## config.mk

```make
export PLATFORM = sky130hd
export DESIGN_NAME = heat_rod_stencil_step_core
export DESIGN_NICKNAME = d
export VERILOG_FILES = /design/src/hrs_pkg.sv /design/src/hrs_ram.sv /design/src/hrs_ctrl.sv /design/src/hrs_dp.sv /design/src/heat_rod_stencil_step_core.sv
export SDC_FILE = /design/constraint.sdc
export NUM_CORES = 2
export LEC_CHECK = 0
export ABC_AREA = 1
export BUFFER_PORTS_ARGS = -buffer_cell sky130_fd_sc_hd__buf_2
export CAP_MARGIN = 25
export CORE_UTILIZATION = 62
export DETAILED_ROUTE_END_ITERATION = 10
export PLACE_DENSITY_LB_ADDON = 0.15
export SYNTH_ARGS = -nofsm -noshare
export SYNTH_HDL_FRONTEND = slang
export SYNTH_HIERARCHICAL = 1
export SYNTH_SLANG_ARGS = --single-unit
```

## constraint.sdc

```tcl
create_clock -name clk -period 7.93 [get_ports clk]
set_input_delay 0.3965 -clock clk [delete_from_list [all_inputs] [get_ports clk]]
set_output_delay 0.3965 -clock clk [all_outputs]
set_load 0.01 [all_outputs]
```

## src/hrs_pkg.sv

```systemverilog
// hrs_pkg: shared types, codes and defaults for the heat rod stencil core
// no dependencies; imported by hrs_ctrl, hrs_dp and the top level

package hrs_pkg;

  // default sizes
  localparam int MAX_SECTIONS_DEF = 32;
  localparam int TEMP_WIDTH_DEF   = 32;

  // configuration register indexes
  localparam logic [1:0] CFG_AMBIENT  = 2'd0;
  localparam logic [1:0] CFG_SECTIONS = 2'd1;
  localparam logic [1:0] CFG_GAIN     = 2'd2;

  // configuration reset values
  localparam logic [31:0] AMBIENT_RST  = 32'd0;
  localparam logic [5:0]  SECTIONS_RST = 6'd32;
  localparam logic [15:0] GAIN_RST     = 16'd16384;

  // item commands
  typedef enum logic [1:0] {
    OP_INIT = 2'd0,
    OP_SET  = 2'd1,
    OP_TICK = 2'd2,
    OP_READ = 2'd3
  } hrs_op_t;

  // input item
  typedef struct packed {
    logic [1:0]         cmd;
    logic [4:0]         index;
    logic signed [31:0] value;
  } hrs_in_t;

  // result item
  typedef struct packed {
    logic [4:0]         position;
    logic signed [31:0] temperature;
    logic               bad_index;
    logic               saturated;
    logic               last;
  } hrs_out_t;

  // controller to datapath commands
  typedef struct packed {
    logic latch;
    logic init;
    logic set_do;
    logic rd_issue;
    logic rd_do;
    logic sweep_run;
  } hrs_cmd_t;

  // datapath to controller status
  typedef struct packed {
    logic adv;
    logic slot_ghost;
    logic pipe_empty;
  } hrs_stat_t;

endpackage

```

## src/hrs_ram.sv

```systemverilog
// hrs_ram: generic single write port, single read port ram with registered read
// no dependencies

module hrs_ram #(
  parameter int WIDTH = 32,
  parameter int DEPTH = 32,
  localparam int ADDR_W = (DEPTH > 1) ? $clog2(DEPTH) : 1
) (
  input  logic              clk,
  input  logic              we,
  input  logic [ADDR_W-1:0] waddr,
  input  logic [WIDTH-1:0]  wdata,
  input  logic              re,
  input  logic [ADDR_W-1:0] raddr,
  output logic [WIDTH-1:0]  rdata
);

  logic [WIDTH-1:0] mem [DEPTH];

  // write port and registered read port
  always_ff @(posedge clk) begin
    if (we) begin
      mem[waddr] <= wdata;
    end
    if (re) begin
      rdata <= mem[raddr];
    end
  end

endmodule

```

## src/hrs_ctrl.sv

```systemverilog
// hrs_ctrl: command sequencer of the heat rod stencil core
// depends on hrs_pkg (op codes, command and status structs)

module hrs_ctrl
  import hrs_pkg::*;
(
  input  logic       clk,
  input  logic       rst,
  input  logic       in_valid,
  output logic       in_ready,
  input  logic [1:0] in_op,
  output hrs_cmd_t   cmd,
  input  hrs_stat_t  stat
);

  typedef enum logic [2:0] {
    ST_IDLE,
    ST_INIT,
    ST_SET,
    ST_RD_ISSUE,
    ST_RD_OUT,
    ST_SWEEP,
    ST_DRAIN
  } state_t;

  state_t state;
  state_t state_next;

  // next state
  always_comb begin
    state_next = state;
    unique case (state)
      ST_IDLE: begin
        if (in_valid) begin
          unique case (hrs_op_t'(in_op))
            OP_INIT: state_next = ST_INIT;
            OP_SET:  state_next = ST_SET;
            OP_TICK: state_next = ST_SWEEP;
            OP_READ: state_next = ST_RD_ISSUE;
          endcase
        end
      end
      ST_INIT:     state_next = ST_IDLE;
      ST_SET:      if (stat.adv) state_next = ST_IDLE;
      ST_RD_ISSUE: state_next = ST_RD_OUT;
      ST_RD_OUT:   if (stat.adv) state_next = ST_IDLE;
      ST_SWEEP:    if (stat.adv && stat.slot_ghost) state_next = ST_DRAIN;
      ST_DRAIN:    if (stat.pipe_empty) state_next = ST_IDLE;
      default:     state_next = ST_IDLE;
    endcase
  end

  // state register
  always_ff @(posedge clk) begin
    if (rst) begin
      state <= ST_IDLE;
    end else begin
      state <= state_next;
    end
  end

  // command decode
  assign in_ready      = (state == ST_IDLE);
  assign cmd.latch     = in_valid && (state == ST_IDLE);
  assign cmd.init      = (state == ST_INIT);
  assign cmd.set_do    = (state == ST_SET);
  assign cmd.rd_issue  = (state == ST_RD_ISSUE);
  assign cmd.rd_do     = (state == ST_RD_OUT);
  assign cmd.sweep_run = (state == ST_SWEEP);

  // checks
  a_idle_empty: assert property (@(posedge clk) disable iff (rst)
    (state == ST_IDLE) |-> stat.pipe_empty)
    else $error("pipeline busy while idle");

  a_read_order: assert property (@(posedge clk) disable iff (rst)
    cmd.rd_do |-> ($past(cmd.rd_issue) || $past(cmd.rd_do)))
    else $error("read result without ram read");

  a_drain_done: assert property (@(posedge clk) disable iff (rst)
    (state == ST_DRAIN && stat.pipe_empty) |=> in_ready)
    else $error("sweep drain did not return to idle");

endmodule

```

## src/hrs_dp.sv

```systemverilog
// hrs_dp: datapath of the heat rod stencil core: config, rod ram, stencil pipeline
// depends on hrs_pkg (structs, codes) and hrs_ram

module hrs_dp
  import hrs_pkg::*;
#(
  parameter int MAX_SECTIONS = MAX_SECTIONS_DEF,
  parameter int TEMP_WIDTH   = TEMP_WIDTH_DEF
) (
  input  logic        clk,
  input  logic        rst,
  input  hrs_in_t     in_data,
  input  logic        cfg_wr_en,
  input  logic [1:0]  cfg_index,
  input  logic [31:0] cfg_wr_data,
  output logic        out_valid,
  input  logic        out_ready,
  output hrs_out_t    out_data,
  input  hrs_cmd_t    cmd,
  output hrs_stat_t   stat
);

  localparam int TW  = TEMP_WIDTH;
  localparam int AW  = (MAX_SECTIONS > 1) ? $clog2(MAX_SECTIONS) : 1;
  localparam int CW  = $clog2(MAX_SECTIONS + 1);
  localparam int LPW = TW + 2;
  localparam int HIW = LPW - 16;
  localparam int HW  = TW + 3;
  localparam int SW  = TW + 4;
  localparam int LW  = (SW > 33) ? SW : 33;

  // clamp to the temperature range, returns {clamped, value}
  function automatic logic [TW:0] sat_fn(input logic signed [LW-1:0] v);
    logic          ovf;
    logic [TW-1:0] r;
    ovf = !((&v[LW-1:TW-1]) || !(|v[LW-1:TW-1]));
    if (ovf) begin
      r = v[LW-1] ? {1'b1, {(TW-1){1'b0}}} : {1'b0, {(TW-1){1'b1}}};
    end else begin
      r = v[TW-1:0];
    end
    return {ovf, r};
  endfunction

  // configuration registers
  logic signed [31:0] cfg_ambient;
  logic [5:0]         cfg_sections;
  logic [15:0]        cfg_gain;

  // rod state outside the ram
  logic signed [TW-1:0]    fill;
  logic [MAX_SECTIONS-1:0] ent_valid;
  logic [MAX_SECTIONS-1:0] pin;

  // latched item
  logic [4:0]         lat_index;
  logic signed [31:0] lat_value;

  // sweep counter and pipeline
  logic [CW-1:0]         cnt;
  logic                  a_vld, a_ghost, a_ent, a_pin;
  logic [CW-1:0]         a_idx;
  logic                  w_vld, w_pin;
  logic [CW-1:0]         w_idx;
  logic signed [TW-1:0]  w_cur, w_left;
  logic                  b_vld, b_pin, b_last;
  logic [CW-1:0]         b_idx;
  logic signed [LPW-1:0] b_lap;
  logic signed [TW-1:0]  b_t;
  logic                  c_vld, c_pin, c_last;
  logic [CW-1:0]         c_idx;
  logic signed [HW-1:0]  c_hik;
  logic [31:0]           c_lok;
  logic signed [TW-1:0]  c_t;

  // combinational signals
  logic [CW-1:0]         n;
  logic [TW:0]           amb_sat, set_sat, res_sat;
  logic signed [TW-1:0]  amb, set_val, rd_val, a_val, tick_res;
  logic                  tick_flag;
  logic                  adv, slot_issue, slot_ghost, lat_bad;
  logic                  tick_wr, set_wr, re, we;
  logic [AW-1:0]         raddr, waddr, lat_addr, c_addr;
  logic [TW-1:0]         wdata, q;
  logic signed [LPW-1:0] lap_next;
  logic signed [HIW-1:0] b_hi;
  logic signed [16:0]    kk;
  logic [16:0]           rnd;
  logic signed [SW-1:0]  sum;

  // configuration writes
  always_ff @(posedge clk) begin
    if (rst) begin
      cfg_ambient  <= AMBIENT_RST;
      cfg_sections <= SECTIONS_RST;
      cfg_gain     <= GAIN_RST;
    end else if (cfg_wr_en) begin
      unique case (cfg_index)
        CFG_AMBIENT:  cfg_ambient  <= cfg_wr_data;
        CFG_SECTIONS: cfg_sections <= cfg_wr_data[5:0];
        CFG_GAIN:     cfg_gain     <= cfg_wr_data[15:0];
        default: ;
      endcase
    end
  end

  // effective section count
  always_comb begin
    if (cfg_sections == '0) begin
      n = CW'(1);
    end else if (7'(cfg_sections) > 7'(MAX_SECTIONS)) begin
      n = CW'(MAX_SECTIONS);
    end else begin
      n = CW'(cfg_sections);
    end
  end

  // clamped ambient and source values
  assign amb_sat = sat_fn(LW'(cfg_ambient));
  assign amb     = amb_sat[TW-1:0];
  assign set_sat = sat_fn(LW'(lat_value));
  assign set_val = set_sat[TW-1:0];

  // handshake and sweep control
  assign adv        = !out_valid || out_ready;
  assign slot_issue = cmd.sweep_run && adv;
  assign slot_ghost = (cnt == n);
  assign lat_bad    = ({2'b00, lat_index} >= 7'(n));
  assign lat_addr   = AW'(lat_index);
  assign c_addr     = AW'(c_idx);

  assign stat.adv        = adv;
  assign stat.slot_ghost = slot_ghost;
  assign stat.pipe_empty = !(a_vld || b_vld || c_vld);

  // ram port selection
  assign tick_wr = adv && c_vld;
  assign set_wr  = cmd.set_do && adv && !lat_bad;
  assign we      = tick_wr || set_wr;
  assign waddr   = tick_wr ? c_addr : lat_addr;
  assign wdata   = tick_wr ? tick_res : set_val;
  assign re      = slot_issue || cmd.rd_issue;
  assign raddr   = cmd.rd_issue ? lat_addr : AW'(cnt);

  hrs_ram #(
    .WIDTH (TW),
    .DEPTH (MAX_SECTIONS)
  ) u_rod (
    .clk   (clk),
    .we    (we),
    .waddr (waddr),
    .wdata (wdata),
    .re    (re),
    .raddr (raddr),
    .rdata (q)
  );

  // entry value, unwritten entries read as the fill value
  assign rd_val = a_ent ? q : fill;
  assign a_val  = a_ghost ? amb : rd_val;

  // stencil arithmetic
  assign lap_next = LPW'(a_val) - (LPW'(w_cur) <<< 1) + LPW'(w_left);
  assign b_hi     = b_lap[LPW-1:16];
  assign kk       = {1'b0, cfg_gain};
  assign rnd      = 17'((33'(c_lok) + 33'h0_8000) >> 16);
  assign sum      = SW'(c_t) + SW'(c_hik) + SW'(signed'({1'b0, rnd}));
  assign res_sat  = sat_fn(LW'(sum));
  assign tick_res = c_pin ? c_t : res_sat[TW-1:0];
  assign tick_flag = !c_pin && res_sat[TW];

  // control state
  always_ff @(posedge clk) begin
    if (rst) begin
      fill      <= '0;
      ent_valid <= '0;
      pin       <= '0;
      cnt       <= '0;
      a_vld     <= 1'b0;
      w_vld     <= 1'b0;
      b_vld     <= 1'b0;
      c_vld     <= 1'b0;
      out_valid <= 1'b0;
    end else begin
      if (cmd.init) begin
        fill      <= amb;
        ent_valid <= '0;
        pin       <= '0;
      end else begin
        if (tick_wr) begin
          ent_valid[c_addr] <= 1'b1;
        end
        if (set_wr) begin
          ent_valid[lat_addr] <= 1'b1;
          pin[lat_addr]       <= 1'b1;
        end
      end
      if (!cmd.sweep_run) begin
        cnt <= '0;
      end else if (adv) begin
        cnt <= cnt + CW'(1);
      end
      if (adv) begin
        a_vld <= slot_issue;
        if (a_vld) begin
          w_vld <= !a_ghost;
        end
        b_vld     <= a_vld && w_vld;
        c_vld     <= b_vld;
        out_valid <= c_vld || cmd.set_do || cmd.rd_do;
      end
    end
  end

  // payload registers
  always_ff @(posedge clk) begin
    if (cmd.latch) begin
      lat_index <= in_data.index;
      lat_value <= in_data.value;
    end
    if (re) begin
      a_ent <= ent_valid[raddr];
      a_pin <= pin[raddr];
    end
    if (slot_issue) begin
      a_idx   <= cnt;
      a_ghost <= slot_ghost;
    end
    // neighbor window
    if (adv && a_vld) begin
      w_cur  <= a_val;
      w_left <= (a_idx == '0) ? amb : w_cur;
      w_idx  <= a_idx;
      w_pin  <= a_pin;
    end
    // laplacian, then gain products
    if (adv) begin
      b_lap  <= lap_next;
      b_t    <= w_cur;
      b_idx  <= w_idx;
      b_pin  <= w_pin;
      b_last <= a_ghost;
      c_hik  <= HW'(b_hi) * HW'(kk);
      c_lok  <= 32'(b_lap[15:0]) * 32'(cfg_gain);
      c_t    <= b_t;
      c_idx  <= b_idx;
      c_pin  <= b_pin;
      c_last <= b_last;
    end
    // output register
    if (adv) begin
      if (c_vld) begin
        out_data.position    <= 5'(c_idx);
        out_data.temperature <= 32'(tick_res);
        out_data.bad_index   <= 1'b0;
        out_data.saturated   <= tick_flag;
        out_data.last        <= c_last;
      end else if (cmd.set_do || cmd.rd_do) begin
        out_data.position    <= lat_index;
        out_data.bad_index   <= lat_bad;
        out_data.saturated   <= 1'b0;
        out_data.last        <= 1'b1;
        if (lat_bad) begin
          out_data.temperature <= '0;
        end else if (cmd.set_do) begin
          out_data.temperature <= 32'(set_val);
        end else begin
          out_data.temperature <= 32'(rd_val);
        end
      end
    end
  end

  // checks
  a_set_alone: assert property (@(posedge clk) disable iff (rst)
    cmd.set_do |-> !(a_vld || b_vld || c_vld))
    else $error("set source overlaps a sweep");

  a_last_pos: assert property (@(posedge clk) disable iff (rst)
    (c_vld && c_last) |-> ((c_idx + CW'(1)) == n))
    else $error("last flag not on final section");

  a_one_writer: assert property (@(posedge clk) disable iff (rst)
    !(tick_wr && set_wr))
    else $error("two ram writers in one cycle");

endmodule

```

## src/heat_rod_stencil_step_core.sv

```systemverilog
// heat_rod_stencil_step_core: top level of the 1-d explicit heat diffusion rod
// depends on hrs_pkg, hrs_ctrl, hrs_dp (which holds hrs_ram)

// The rod's temperatures live in a single-port-read ram of MAX_SECTIONS
// entries of TEMP_WIDTH bits; a valid bit per entry lets init skip a clearing
// pass, and unwritten entries read as the ambient value captured at the last
// init. One item is handled at a time. Init gives no result; a set source
// writes an in-range entry and registers its result, and a read first reads
// the ram and then registers the result. A tick streams the sections through
// the ram read port one per cycle into a four-stage stencil pipeline (window,
// laplacian, gain multiply, round and clamp with write-back), and both pause
// while the output is stalled. A finished result may wait in the output
// register while the next item is accepted.

module heat_rod_stencil_step_core
  import hrs_pkg::*;
#(
  parameter int MAX_SECTIONS = MAX_SECTIONS_DEF,
  parameter int TEMP_WIDTH   = TEMP_WIDTH_DEF
) (
  input  logic        clk,
  input  logic        rst,
  input  logic        in_valid,
  output logic        in_ready,
  input  hrs_in_t     in_data,
  output logic        out_valid,
  input  logic        out_ready,
  output hrs_out_t    out_data,
  input  logic        cfg_wr_en,
  input  logic [1:0]  cfg_index,
  input  logic [31:0] cfg_wr_data
);

  hrs_cmd_t  cmd;
  hrs_stat_t stat;

  // sequencer
  hrs_ctrl u_ctrl (
    .clk      (clk),
    .rst      (rst),
    .in_valid (in_valid),
    .in_ready (in_ready),
    .in_op    (in_data.cmd),
    .cmd      (cmd),
    .stat     (stat)
  );

  // datapath
  hrs_dp #(
    .MAX_SECTIONS (MAX_SECTIONS),
    .TEMP_WIDTH   (TEMP_WIDTH)
  ) u_dp (
    .clk         (clk),
    .rst         (rst),
    .in_data     (in_data),
    .cfg_wr_en   (cfg_wr_en),
    .cfg_index   (cfg_index),
    .cfg_wr_data (cfg_wr_data),
    .out_valid   (out_valid),
    .out_ready   (out_ready),
    .out_data    (out_data),
    .cmd         (cmd),
    .stat        (stat)
  );

endmodule
```

==> results.md <==
- Area growth syn-to-layout: 9.17%
- WL/cell: 23.6 um
- Highest clock frequency the design can meet: 149 MHz
- Placement row count: 137
- Setup Crit Path Kind: reg2reg
- CTS sink cnt: 1540
- Sort of element at the start of the critical path: flop
- Number of violations reported at the end of detailed-routing iteration 0: 7196
- IR Drop Worst-Case VDD: approximately 0.55 mV
- Post-Route Utilization: 0.686
- Maximum fanout along the worst path: 14
- Most frequent standard cell in the layout excluding fill and tap cells: nand2_1
- Total count of hold-check failures in the final report: 0
- Cells taking the most area after synthesis: edfxtp_1 47%, fa_1 12%, nand2_1 11%
- # setup viols final: 0
- Number of max-cap violations: 0
- Highest-count cells in the layout ignoring fill and taps: 2567 x nand2_1, 1376 x edfxtp_1, 1258 x inv_1, 907 x nand3_1, 536 x fa_1
- WP depth: 18
- Final total negative setup slack: 0 ns
- Cts repair resizes: 0
- Fin Clk Skew: roughly 0.085 ns
- Number of warning messages in the yosys log: 6
- Pin count of the biggest net entering global routing: 185
- Vias in the first global route: approximately 63000
- Switch share: 0.442
- CTS tree: yes
- Smallest hold slack: between 0.05 and 0.06 ns
- Routability Congestion: 0.949
- End of the worst hold path: u_dp/amb[0]
- Crit path largest cell delay: 0.75 ns
- Number of cells on the worst hold path: 3
- Worst hold start: cfg_wr_data[0]
- Primary flip-flop cell chosen by synthesis mapping: edfxtp_1
- Internal power component: between 0.02 and 0.025 W
- Total Die Area: between 100000 and 150000 um2
- Count of flip-flops with a built-in enable after synthesis: 1376
- Number of vias per cell: 5.86
- Crit Reg-Reg Endpoint: u_dp/c_hik[33]
- Area of the mapped netlist: 87900 um2
- Port Buf Inserts: 119
- Share of the synthesized area in the top cell type: 0.470
- Core area: between 100000 and 150000 um2
- Worst setup slack for register-to-register paths: 1.24 ns
- Critical path buffers and inverters: 5
- Data required time of the critical path: between 8 and 9 ns
- Area after DPL: 89900 um2
- Power spent charging and discharging nets: 0.0167 W
- Net count after synthesis: 9786
- Sequential area share after synthesis: 0.507
- Post-detailed-routing wire length: 258000 um
- Critical register-to-register path startpoint: u_dp/cfg_gain[9]
- Total global routing track utilization: 0.363
- Register clock-pin slew on the reported worst setup and hold paths: ~0.06 ns
- Starting utilization of the core area: 0.628
- Final instance area: between 90000 and 100000 um2
- Clock Path Buffers: 3
- Horizontal die dimension: about 380 um
- Library cell occupying the most area in the post-synthesis netlist: edfxtp_1
- Unrepaired setup endpoints after global routing: no
- Net count of the finished layout: 9826
- Worst-skew pair later-pin latency: about 0.8 ns
- Run status: finished clean
- Standard cell with the maximum stage delay on the critical path: dfxtp_1
- Power per cell area: ~400 nW/um2
- Clock power share: 0.204
- Wire length of the first global-routing pass: 384000 um
- Cells along the critical path: buf_4, nand2_1, fa_1, inv_1, fa_1, inv_1, fa_1, fa_1, fa_1, inv_1, fa_1, ha_1, inv_1, nor3_1, nor3b_1, nand3_1, o21ai_0, xor2_1
- Path category of the worst min-delay check: in2reg
- Post-route antenna net violation count: 0
- Transition at the pin with the smallest max-transition slack: 1.13 ns
- Static leakage: 42.0 nW
- Crit path capture type: flop
- Detailed-router iteration count before antenna repair: 7
- Combinational Power Share: 0.478
- Most frequent cell on the critical path: fa_1
- Total I/O pin count: 120
- Reg power frac: 0.318
- Post-Synthesis Mean Instance Area: 9.89 um2
- Cells after Synth: 8890
- Fraction of final layout cells with drive strength greater than 1: 0.0739
- Clock buffer count from CTS: approximately 160
- Post-layout instance count excluding filler cells: about 11000
- Number of synthesized register bits: around 1500
- Synth unique cells: 55
- Proportion of register bits with asynchronous set or reset after synthesis: 0
- DR vias: 64157
- Cell count after placement: 10573
- Final worst path period share: 0.844
- Chip height: roughly 380 um
- Remaining design rule violation count: 0
- Critical path data arrival time: 7.20 ns
- H-tree levels: 4
- Crit path time final: 6.69 ns
- Relative max-transition margin: 0.247
- Depth of the most critical reg-to-reg path: 18
- FILL cells: 10774
- Family with the most delay on the worst path: adder cells
- Fin. max-slew vios: 0
- Antenna violations before repair: 10
- Final HPWL from detailed placement: 169000 um
- Root Buffer Master: clkbuf_16
- Final global-route overflow total: 0
-- flip-flops by register name (all words and copies together), names as in the netlist, 32 cells and up --
name,count
u_dp/amb,32
u_dp/c_t,32
u_dp/b_t,32
u_dp/lat_value,32
u_dp/pin,32
u_dp/u_rod/rdata,32
u_dp/c_hik,35
u_dp/b_lap,34
u_dp/w_cur,32
u_dp/w_left,32
u_dp/u_rod/mem,1024
u_dp/fill,32
u_dp/ent_valid,32
u_dp/out_data,40
-- power by group through the flow --
stage | Sequential (W) | Clock, W | Combinational [W]
floorplan | 0.0112 | 0 | 0.0129
global placement | 0.0121 | 0 | 0.0175
detailed placement | 0.0121 | 0 | 0.0177
CTS | 0.0119 | 0.00775 | 0.0178
global route | 0.0120 | 0.00805 | 0.0200
finish | 0.0120 | 0.00769 | 0.0180
-- kinds of logic (layout without fill, tap and decap cells) --
family / count (synthesis) / after routing / share of synthesized area
other: 0 / 2 / 0
and+or+nand+nor: 3973 / 3973 / 0.187
DFF: 1540 / 1540 / 0.507
xor gates and xnor gates: 132 / 132 / 0.0131
adders and majority gates: 818 / 818 / 0.162
muxes: 64 / 64 / 0.00774
buffers and inverters: 1716 / 1891 / 0.0828
AOI/OAI and AO/OA: 647 / 647 / 0.0401
-- layer usage --
layer | GRT usage | vias up | share of wire
li1 | - | 28810 | -
met1 | 0.483 | 31287 | 0.38
met2 | 0.585 | 3381 | 0.47
met3 | 0.0612 | 673 | 0.097
met4 | 0.166 | 6 | 0.050
met5 | 0 | - | 0.00014
-- synthesized netlist by cell type, types with 13 or more instances --
master / number
mux2_2: 32
nand2_1: 2569
mux2i_1: 32
buf_4: 32
xnor2_1: 52
nand2_2: 73
inv_1: 1265
edfxtp_1: 1376
buf_2: 88
o21ai_0: 240
nor3_1: 38
buf_1: 24
nand3_1: 907
buf_6: 69
nor4_1: 13
nor2_1: 338
ha_1: 282
a31oi_1: 19
dfxtp_1: 164
clkbuf_1: 219
a21oi_1: 290
xor2_1: 80
o211ai_1: 38
fa_1: 536
-- per-stage QoR --
step	setup slack [ns]	power, W
after detailed placement	1.31	0.0298
after floorplan	1.00	0.0241
after global placement	1.38	0.0296
after CTS	1.28	0.0375
final	1.24	0.0377
after global routing	0.893	0.0400
-- worst min-delay path: stages --
cell    delay [ns]
buf_2         0.21
nor2_1        0.14
nor2_1        0.06
-- repair_timing --
item / CTS / global route
endpoints found under the hold margin: 78 / 0
hold buffers: 69 / 0
buffers inserted: 0 / 0
setup endpoints to repair: 0 / 0
-- worst max path at each step --
stage / startpoint / endpoint / slack (ns)
3_3_place_gp: u_dp/cfg_gain[7] / u_dp/c_hik[33] / 1.38
2_1_floorplan: out_ready / u_dp/u_rod/mem[31][0] / 1.00
4_1_cts: u_dp/cfg_gain[9] / u_dp/c_hik[33] / 1.28
5_1_grt: u_dp/c_lok[16] / u_dp/u_rod/mem[26][9] / 0.89
6_report: u_dp/cfg_gain[9] / u_dp/c_hik[33] / 1.24
3_5_place_dp: u_dp/cfg_gain[9] / u_dp/c_hik[33] / 1.31
-- area by class of cell --
class,instances,area (um2),share of cell area
Multi-Input combinational cell,5634,36400,0.379
Antenna cell,2,5.00,0.0000521
Clock buffer,199,4260,0.0444
Inverter,1278,4850,0.0506
Sequential cell,1540,44600,0.465
Clock inverter,99,1160,0.0120
Timing Repair Buffer,315,2410,0.0252
Tap cell,1876,2350,0.0244
Power figures use the tool's default switching activity.
